--- src/design/psa_ram.sv ---
// ---------------------------------------------------------------------------
// psa_ram
// Generic single-port RAM with registered read.
// ---------------------------------------------------------------------------
module psa_ram #(
	parameter int Width = 8,
	parameter int Depth = 16
) (
	input  logic                     clk,
	input  logic                     we,
	input  logic [$clog2(Depth)-1:0] addr,
	input  logic [Width-1:0]         wdata,
	output logic [Width-1:0]         rdata
);

	logic [Width-1:0] mem_q [Depth];

	// write or read one entry
	always_ff @(posedge clk) begin
		if (we) begin
			mem_q[addr] <= wdata;
		end
		rdata <= mem_q[addr];
	end

endmodule

--- config.mk ---
export PLATFORM = sky130hd
export DESIGN_NAME = psa_ram
export DESIGN_NICKNAME = d
export VERILOG_FILES = /design/src/design/psa_ram.sv
export SDC_FILE = /design/constraint.sdc
export NUM_CORES = 1
export LEC_CHECK = 0
export ABC_AREA = 0
export BUFFER_PORTS_ARGS = -buffer_cell sky130_fd_sc_hd__buf_2
export CAP_MARGIN = 20
export CORE_UTILIZATION = 65
export DETAILED_ROUTE_END_ITERATION = 8
export PLACE_DENSITY = 0.83
export SLEW_MARGIN = 20
export SYNTH_ARGS = -nofsm -noshare
export SYNTH_HDL_FRONTEND = slang
export SYNTH_SLANG_ARGS = --single-unit
--- constraint.sdc ---
create_clock -name clk -period 3.95 [get_ports clk]
set_input_delay 0.5925 -clock clk [delete_from_list [all_inputs] [get_ports clk]]
set_output_delay 0.5925 -clock clk [all_outputs]
set_load 0.1 [all_outputs]
==> flow_metrics.py <==
metrics = {
    "final_layout": {
        "layout.cells.non_filler": 375,
        "area_delta_synth_final_pct": 16.3,
        "drive_gt1_share_pct": 31.9,
        "layout_common_cells": "edfxtp_1, mux4_2, buf_2",
        "finalNetCount": 277,
        "num_antenna_cells": 0,
        "layout_commonest_cell": "edfxtp_1",
        "fillerInstances": 331,
        "final_util_pct": 79.5,
    },
    "timing": {
        "maxSlewViolCount": 0,
        "hold_violations": 0,
        "setup_tns_ps": 0,
        "fin_skew_ps": 8.60,
        "fmax_ghz": 0.463,
        "slew_headroom_pct": 36.9,
        "tightest_slew_ps": 946,
        "setup_viol": 0,
        "worst_slack_ps": 1790,
        "period_share_pct": 54.7,
        "min_period_ps": 2160,
        "rsz0062_at_grt": "no",
    },
    "synthesis": {
        "ys_ff_latch": 136,
        "synth_top_family_by_area": "multiplexers",
        "synth_compound_area_share_pct": 2.37,
        "avgSynthCellArea_um2": 22.0,
        "yosysTopAreaCell": "edfxtp_1",
        "muxShareOfSynthArea_pct": 14.2,
        "yosys-top-cells-area": "edfxtp_1, mux4_2, dfxtp_1",
        "synth-simple-area-share_pct": 3.21,
        "synth_top_area_share_pct": 75.9,
        "netlist_area_um2": 5070,
        "synth_cells": 230,
        "synth_xor_area_share_pct": 0,
        "syn-num-nets": 244,
        "yosys_warnings": 0,
        "seq_area_frac_synth_pct": 79.0,
        "ys_types": 18,
        "synth_fa_ha_area_share_pct": 0,
    },
    "clock_network": {
        "post_cts_buffers": 0,
        "cts_tree": "yes",
        "ctsHoldBuffers": 0,
        "clock_latency_ps": 510,
        "cts.sinks": 136,
        "htree_levels": 4,
        "clockBufferDepth": 2,
        "root_buffer": "clkbuf_8",
        "cts_resized": 0,
        "clk_pin_slew_worst_paths_ps": 60,
        "cts_inserted_buffers": 17,
    },
    "floorplan": {
        "coreArea_um2": 7410,
        "initial_utilization_pct": 68.4,
        "die_y_um": 90.3,
        "dieArea_um2": 8150,
        "io_pins": 22,
        "fp-row-count": 31,
        "chipWidth_um": 90.3,
    },
    "grt": {
        "grt_max_degree": 40,
        "globalRouteOverflowTotal": 0,
        "antenna_found_initial": 0,
        "grt_first_pass_wirelength_um": 16300,
        "track_usage_pct": 29.1,
        "grt_pass1_vias": 2540,
    },
    "hold_path": {
        "hold_class": "in2reg",
    },
    "placed_design": {
        "gp_congestion": 0.775,
        "pre_cts_slack_ps": 1140,
        "hpwl_um": 5580,
        "port_buffers": 21,
        "dp.cells": 343,
    },
    "critical_path": {
        "endpoint_kind": "register",
        "cp_data_arrival_time_ps": 2300,
        "crit_fanout": 39,
        "crit_path_start_kind": "input pin",
        "required_ps": 4090,
        "critPathKind": "in2reg",
    },
    "route": {
        "routed_wl_um": 10700,
        "drtIter0Drc": 277,
        "via_per_inst": 6.79,
        "wire_per_inst_um": 28.6,
        "vias": 2546,
        "first_pass_iters": 5,
        "drcViolationCount": 0,
        "ant_nets": 0,
    },
    "pwr": {
        "vdd_drop_max_mv": 0.374,
        "power_density_nw_per_um2": 592,
        "leakagePower_uw": 0.00194,
    },
    "status": {
        "status": "finished, final reports clean",
    },
    "flow_run": {
        "maxCapViolations": 0,
    },
}
-- area by class of cell --
cell class                 count  area [µm²]  area share, %
tap                           99         124           2.10
clock inverter                11         170           2.89
multi-input combinational     83        1010           17.1
timing repair buffer          25         138           2.34
sequential                   136        4000           67.9
clock buffer                  21         449           7.62
-- cells by family after synthesis --
logic type,count (synthesis)
DFF,136
and+or+nand+nor,35
muxes,32
AOI/OAI and AO/OA,16
buffers and inverters,11
-- final timing paths --
kind	startpoint	endpoint	slack [ps]	cells past startpoint
worst min register to register	mem_q[8][5]	rdata[5]	700	3
worst min-delay path	wdata[0]	mem_q[15][0]	490	1
worst max register to register	mem_q[7][7]	rdata[7]	2510	3
worst max-delay path	addr[1]	mem_q[6][4]	1790	3
-- metrics by stage --
step / power (µW) / hold slack [ps] / instance area, µm²
2_1_floorplan: 1800 / 635 / 5070
3_3_place_gp: 1860 / 667 / 5270
3_5_place_dp: 1870 / 683 / 5270
4_1_cts: 3490 / 465 / 5890
5_1_grt: 3570 / 468 / 5890
6_report: 3490 / 491 / 5890
-- per-layer routing --
metal	up-vias	part of all wire, %	global-route usage [%]
met5	-	0	0
met4	0	3.0	11.3
met3	31	10	9.18
li1	1025	-	-
met2	190	48	42.0
met1	1300	39	42.5
-- flip-flops by register name, indices dropped and copies added (netlist names) --
| register | flops |
|---|---|
| mem_q | 128 |
| rdata | 8 |
-- power by group --
part | internal [µW] | switching, µW | total [µW]
clock | 1060 | 582 | 1640
combinational | 59.3 | 163 | 222
sequential | 1610 | 11.0 | 1630
-- worst max-delay path, stage by stage --
cell      delay (ps)
buf_2            700
nand2b_1         280
nor2_1           690
-- Yosys cell counts --
master	n
and2_1	1
clkbuf_2	1
mux4_2	32
edfxtp_1	128
nand3b_1	2
buf_1	4
nor2_1	13
buf_6	2
nor3_1	4
nor2b_1	2
dfxtp_1	8
nand3_1	1
a22oi_1	16
buf_2	2
or3b_2	1
nand2b_1	2
clkbuf_1	2
nand2_1	9
(Power assumes the default switching activity.)
