**src/design/psa_pkg.sv**
```systemverilog
// ---------------------------------------------------------------------------
// psa_pkg
// Shared types and constants of the pixel sample accumulator.
// ---------------------------------------------------------------------------
package psa_pkg;

	localparam int MaxPixelsDef = 65536;
	localparam int CountBitsDef = 24;
	localparam int SumW = 40;
	localparam int M1W = 24;
	localparam int M2W = 32;
	localparam int CfgW = 9;
	localparam int DivW = 64;

	localparam logic CMD_ADD  = 1'b0;
	localparam logic CMD_READ = 1'b1;

	localparam logic CFG_WIDTH  = 1'b0;
	localparam logic CFG_HEIGHT = 1'b1;

	// request to the shared divider
	typedef struct packed {
		logic            start;
		logic [DivW-1:0] num;
		logic [DivW-1:0] den;
	} div_req_t;

	// answer of the shared divider
	typedef struct packed {
		logic            done;
		logic [DivW-1:0] quo;
	} div_rsp_t;

endpackage

```
**src/design/psa_div.sv**
```systemverilog
// ---------------------------------------------------------------------------
// psa_div
// Shared restoring divider, one quotient bit per cycle.
// ---------------------------------------------------------------------------
module psa_div import psa_pkg::*; (
	input  logic     clk,
	input  logic     arst_n,
	input  div_req_t req,
	output div_rsp_t rsp
);

	localparam int CntW = $clog2(DivW + 1);

	logic [DivW-1:0] rem_q;
	logic [DivW-1:0] quo_q;
	logic [DivW-1:0] den_q;
	logic [CntW-1:0] cnt_q;
	logic            busy_q;
	logic            done_q;
	logic [DivW:0]   trial;

	assign trial = {rem_q, quo_q[DivW-1]} - {1'b0, den_q};

	// shift in one bit per cycle, subtract when it fits
	always_ff @(posedge clk or negedge arst_n) begin
		if (!arst_n) begin
			busy_q <= 1'b0;
			done_q <= 1'b0;
			cnt_q  <= '0;
		end else begin
			done_q <= 1'b0;
			if (req.start) begin
				busy_q <= 1'b1;
				cnt_q  <= CntW'(DivW);
			end else if (busy_q) begin
				cnt_q <= cnt_q - 1'b1;
				if (cnt_q == CntW'(1)) begin
					busy_q <= 1'b0;
					done_q <= 1'b1;
				end
			end
		end
	end

	always_ff @(posedge clk) begin
		if (req.start) begin
			rem_q <= '0;
			quo_q <= req.num;
			den_q <= req.den;
		end else if (busy_q) begin
			if (!trial[DivW]) begin
				rem_q <= trial[DivW-1:0];
				quo_q <= {quo_q[DivW-2:0], 1'b1};
			end else begin
				rem_q <= {rem_q[DivW-2:0], quo_q[DivW-1]};
				quo_q <= {quo_q[DivW-2:0], 1'b0};
			end
		end
	end

	assign rsp.done = done_q;
	assign rsp.quo  = quo_q;

endmodule

```
**config.mk**
```make
export PLATFORM = sky130hd
export DESIGN_NAME = psa_div
export DESIGN_NICKNAME = d
export VERILOG_FILES = /design/src/design/psa_pkg.sv /design/src/design/psa_div.sv
export SDC_FILE = /design/constraint.sdc
export NUM_CORES = 1
export LEC_CHECK = 0
export BUFFER_PORTS_ARGS = -buffer_cell sky130_fd_sc_hd__buf_2
export CORE_MARGIN = 1
export CORE_UTILIZATION = 36
export CTS_BUF_LIST = sky130_fd_sc_hd__clkbuf_8
export CTS_CLUSTER_SIZE = 8
export DETAILED_ROUTE_END_ITERATION = 16
export SETUP_SLACK_MARGIN = 0.05
export SLEW_MARGIN = 20
export SYNTH_ARGS = -nofsm -noshare
export SYNTH_HDL_FRONTEND = slang
export SYNTH_SLANG_ARGS = --single-unit
```
**constraint.sdc**
```tcl
create_clock -name clk -period 3.45 [get_ports clk]
set_input_delay 0.345 -clock clk [delete_from_list [all_inputs] [get_ports clk]]
set_output_delay 0.345 -clock clk [all_outputs]
set_load 0.01 [all_outputs]
```
==> metrics.txt <==
# TYPE chip_impl_metric gauge
chip_impl_metric{name="finalCriticalPeriod",unit="ns"} 3.43
chip_impl_metric{name="grt_max_degree",unit=""} 123
chip_impl_metric{name="initial_core_util",unit="%"} 36.7
chip_impl_metric{name="required",unit="ns"} 3.91
chip_impl_metric{name="die_w",unit="um"} 184
chip_impl_metric{name="gr-total-overflow",unit=""} 0
chip_impl_metric{name="synthesis.area",unit="um2"} 12000
chip_impl_metric{name="min_period_over_period",unit="%"} 99.4
chip_impl_info{name="synth_top_family_by_area",value="compound AO/OA/AOI/OAI gates"} 1
chip_impl_metric{name="slew_violations",unit=""} 0
chip_impl_metric{name="detailedRoute.firstPassIterationCount",unit=""} 5
chip_impl_metric{name="drt_drc_violations_left",unit=""} 0
chip_impl_metric{name="synth_nets",unit=""} 1429
chip_impl_metric{name="die-area",unit="um2"} 34000
chip_impl_metric{name="peakVddDrop",unit="V"} 0.000295
chip_impl_metric{name="post_synth_mux_area_share",unit="%"} 6.10
chip_impl_metric{name="gp_congestion",unit=""} 0.857
chip_impl_metric{name="detail-route-antenna-nets",unit=""} 0
chip_impl_metric{name="count_of_distinct_cell_types_in_the_synthesized_netlist",unit=""} 77
chip_impl_metric{name="grt_pass1_vias",unit=""} 10234
chip_impl_metric{name="numCtsBuffers",unit=""} 38
chip_impl_info{name="layout_commonest_cell",value="sky130_fd_sc_hd__buf_2"} 1
chip_impl_metric{name="final_hold_viol_count",unit=""} 0
chip_impl_metric{name="detail_route.vias_per_cell",unit=""} 5.12
chip_impl_metric{name="max_cap_violations",unit=""} 0
chip_impl_metric{name="simple_gate_portion_of_the_synthesized_area",unit="%"} 14.7
chip_impl_metric{name="hpwl",unit="mm"} 21.9
chip_impl_metric{name="maxClockFrequency",unit="GHz"} 0.292
chip_impl_metric{name="total_leakage_power",unit="nW"} 6.81
chip_impl_info{name="outcome",value="completed"} 1
chip_impl_metric{name="row_count",unit=""} 66
chip_impl_info{name="rsz_0062_raised_after_global_routing",value="yes"} 1
chip_impl_metric{name="power.density",unit="nW/um2"} 588
chip_impl_metric{name="netlist_instances",unit=""} 1231
chip_impl_metric{name="coreArea",unit="um2"} 32600
chip_impl_metric{name="skew",unit="ns"} 0.0286
chip_impl_metric{name="portBuffers",unit=""} 195
chip_impl_metric{name="worstSkewPairLatency",unit="ns"} 0.58
chip_impl_info{name="ys_dominant_reg_cell",value="sky130_fd_sc_hd__edfxtp_1"} 1
chip_impl_metric{name="track_usage",unit="%"} 18.9
chip_impl_info{name="path_class",value="reg2reg"} 1
chip_impl_metric{name="synth_compound_gate_area_share",unit="%"} 17.3
chip_impl_info{name="setup.worst_path.start_class",value="flip-flop"} 1
chip_impl_info{name="crit_path_end_kind",value="flip-flop"} 1
chip_impl_metric{name="post_synth_edffs",unit=""} 128
chip_impl_metric{name="worst-endpoint-arrival",unit="ns"} 3.89
chip_impl_metric{name="clock_sinks",unit=""} 201
chip_impl_metric{name="i_o_pin_count",unit=""} 196
chip_impl_metric{name="timing.slew.headroom",unit="%"} 44.6
chip_impl_metric{name="drt_wl_total",unit="mm"} 32.3
chip_impl_metric{name="grt_first_pass_wirelength",unit="mm"} 51.4
chip_impl_metric{name="synth_sequential_area_ratio",unit="%"} 44.7
chip_impl_metric{name="drt-initial-drc-count",unit=""} 477
chip_impl_metric{name="final.fill_count",unit=""} 3128
chip_impl_metric{name="worst_hold_slack",unit="ns"} 0.0741
chip_impl_metric{name="flow.area_growth_from_synthesis",unit="%"} 30.4
chip_impl_metric{name="syn_area_per_cell",unit="um2"} 9.71
chip_impl_info{name="layout_common_cells",value="sky130_fd_sc_hd__buf_2 (194), sky130_fd_sc_hd__nand2_1 (151), sky130_fd_sc_hd__edfxtp_1 (128), sky130_fd_sc_hd__nor2_1 (99), sky130_fd_sc_hd__inv_1 (97)"} 1
chip_impl_metric{name="postSynth.asyncResetShare",unit="%"} 4.48
chip_impl_metric{name="cts-htree-levels",unit=""} 2
chip_impl_metric{name="synth-adder-area-share",unit="%"} 7.07
chip_impl_metric{name="synth_seq_cells",unit=""} 201
chip_impl_metric{name="post_synth_xor_area_fraction",unit="%"} 4.52
chip_impl_info{name="worstHoldPathType",value="in2reg"} 1
chip_impl_metric{name="slew_at_the_pin_closest_to_its_max_slew_limit",unit="ns"} 0.831
chip_impl_metric{name="detail_route.wl_per_cell",unit="um"} 16.1
chip_impl_metric{name="drive_above_1_share",unit="%"} 28.8
chip_impl_metric{name="cts.reportedPaths.clkPinSlew",unit="ns"} 0.06
chip_impl_metric{name="critPathMaxFanout",unit=""} 6
chip_impl_metric{name="detailroute.via_count",unit=""} 10286
chip_impl_metric{name="report.final.setup_viol",unit=""} 0
chip_impl_metric{name="clockBufferDepth",unit=""} 3
chip_impl_metric{name="num_antenna_cells",unit=""} 0
chip_impl_metric{name="yosysWarningCount",unit=""} 0
chip_impl_info{name="tritoncts",value="built"} 1
chip_impl_metric{name="antenna_found_initial",unit=""} 0
chip_impl_metric{name="design_power_total",unit="W"} 0.00918
chip_impl_info{name="root_buffer",value="sky130_fd_sc_hd__clkbuf_8"} 1
chip_impl_metric{name="chipHeight",unit="um"} 184
chip_impl_metric{name="final_nets",unit=""} 1734
-- power breakdown --
group | internal [W] | switching [W]
clock network | 0.00105 | 0.00107
logic | 0.00178 | 0.00200
registers | 0.00299 | 0.000298
-- kinds of logic after synthesis --
kind of cell    count (synthesis)
simple gates                  388
flops                         201
compound gates                294
fa+ha+maj                      67
mux                            65
xor+xnor                       60
buf+inv                       156
-- final cells by class --
cell class | count | area [um2] | area share (%)
Multi-Input combinational cell | 874 | 6250 | 40.1
Sequential cell | 201 | 5350 | 34.3
Timing Repair Buffer | 335 | 2440 | 15.7
Tap cell | 442 | 553 | 3.55
Clock buffer | 38 | 523 | 3.35
Inverter | 86 | 323 | 2.07
Clock inverter | 32 | 150 | 0.962
-- worst max-delay path, stage by stage (launching register included) --
cell and delay [ns]:
sky130_fd_sc_hd__edfxtp_1 0.41, sky130_fd_sc_hd__ha_4 0.19, sky130_fd_sc_hd__fa_2 0.35, sky130_fd_sc_hd__nand2b_4 0.17
sky130_fd_sc_hd__a21oi_4 0.16, sky130_fd_sc_hd__o221ai_2 0.14, sky130_fd_sc_hd__nand3_2 0.13, sky130_fd_sc_hd__o311ai_4 0.13
sky130_fd_sc_hd__a21o_4 0.25, sky130_fd_sc_hd__a21oi_4 0.17, sky130_fd_sc_hd__a31oi_4 0.12, sky130_fd_sc_hd__buf_6 0.15
sky130_fd_sc_hd__xnor2_4 0.34, sky130_fd_sc_hd__buf_6 0.18, sky130_fd_sc_hd__clkbuf_16 0.16, sky130_fd_sc_hd__nand2_2 0.04
sky130_fd_sc_hd__a311oi_1 0.24
-- cells in the mapped netlist, types with 4 or more instances --
library cell,count,area share [%]
sky130_fd_sc_hd__xor2_1,21,1.5
sky130_fd_sc_hd__nor2_1,99,3.1
sky130_fd_sc_hd__mux2_2,63,5.9
sky130_fd_sc_hd__o21a_1,9,0.56
sky130_fd_sc_hd__xnor2_1,37,2.7
sky130_fd_sc_hd__o21ai_0,30,1.3
sky130_fd_sc_hd__a311oi_1,50,3.7
sky130_fd_sc_hd__a41oi_1,4,0.29
sky130_fd_sc_hd__dfrtp_1,9,1.9
sky130_fd_sc_hd__nand2b_1,14,0.73
sky130_fd_sc_hd__ha_1,66,6.9
sky130_fd_sc_hd__a21oi_1,79,3.3
sky130_fd_sc_hd__o21bai_1,7,0.44
sky130_fd_sc_hd__and3_1,9,0.47
sky130_fd_sc_hd__nor3_1,11,0.46
sky130_fd_sc_hd__a31oi_1,7,0.37
sky130_fd_sc_hd__buf_2,16,0.67
sky130_fd_sc_hd__a211oi_1,14,0.88
sky130_fd_sc_hd__or3_1,9,0.47
sky130_fd_sc_hd__dfxtp_1,64,11
sky130_fd_sc_hd__nand2_1,166,5.2
sky130_fd_sc_hd__edfxtp_1,128,32
sky130_fd_sc_hd__o21ai_1,15,0.63
sky130_fd_sc_hd__nor2b_1,8,0.42
sky130_fd_sc_hd__a21o_1,31,1.9
sky130_fd_sc_hd__nand3_1,26,1.1
sky130_fd_sc_hd__nand4_1,19,0.99
sky130_fd_sc_hd__o31ai_1,4,0.25
sky130_fd_sc_hd__buf_6,7,0.66
sky130_fd_sc_hd__o211ai_1,6,0.38
sky130_fd_sc_hd__and2_1,6,0.31
sky130_fd_sc_hd__nor4_1,6,0.31
sky130_fd_sc_hd__inv_1,85,2.7
sky130_fd_sc_hd__clkbuf_1,44,1.4
-- routing by layer --
layer  part of all wire, %  GRT usage [%]  vias up
met5                     0              0        -
met2                    48           32.6      270
met1                    43           23.2     4859
met3                   5.7           4.13       59
met4                   2.7           6.50        0
li1                      -              -     5098
-- state kept, by name (all words and copies together), names as in the netlist --
name,count
done_q,1
busy_q,1
cnt_q,7
rem_q,64
den_q,64
quo_q,64
-- stage by stage --
step	area (um2)	setup slack (ns)	TNS (ns)	util [%]	cells
floorplan	12000	0.275	0	-	1231
global placement	13700	-0.0780	-0.457	41.9	1854
detailed placement	13700	-0.151	-3.51	41.9	1854
CTS	15200	0.00206	0	46.7	1997
global route	15600	-0.138	-5.31	47.8	2008
finish	15600	0.0223	0	47.8	2008
-- worst paths after layout --
path                                 from        end  slack [ns]  cells past startpoint
worst max-delay path             den_q[0]  rem_q[34]        0.02                     16
worst min register to register  rem_q[28]  rem_q[29]        0.49                      2
max in group asynchronous          arst_n     busy_q        3.07                      2
worst min-delay path              req[94]  quo_q[30]        0.07                      2
min in group asynchronous          arst_n   cnt_q[1]        0.17                      2
worst max register to register   den_q[0]  rem_q[34]        0.02                     16
-- repair_timing --
action,4_1_cts,5_1_grt
hold endpoints to repair,73,0
setup endpoints to repair,65,65
hold buffers,65,0
cloned,3,3
pin swaps,8,41
buffers inserted,5,9
gates resized for setup,22,50
Power figures use the tool's default switching activity.
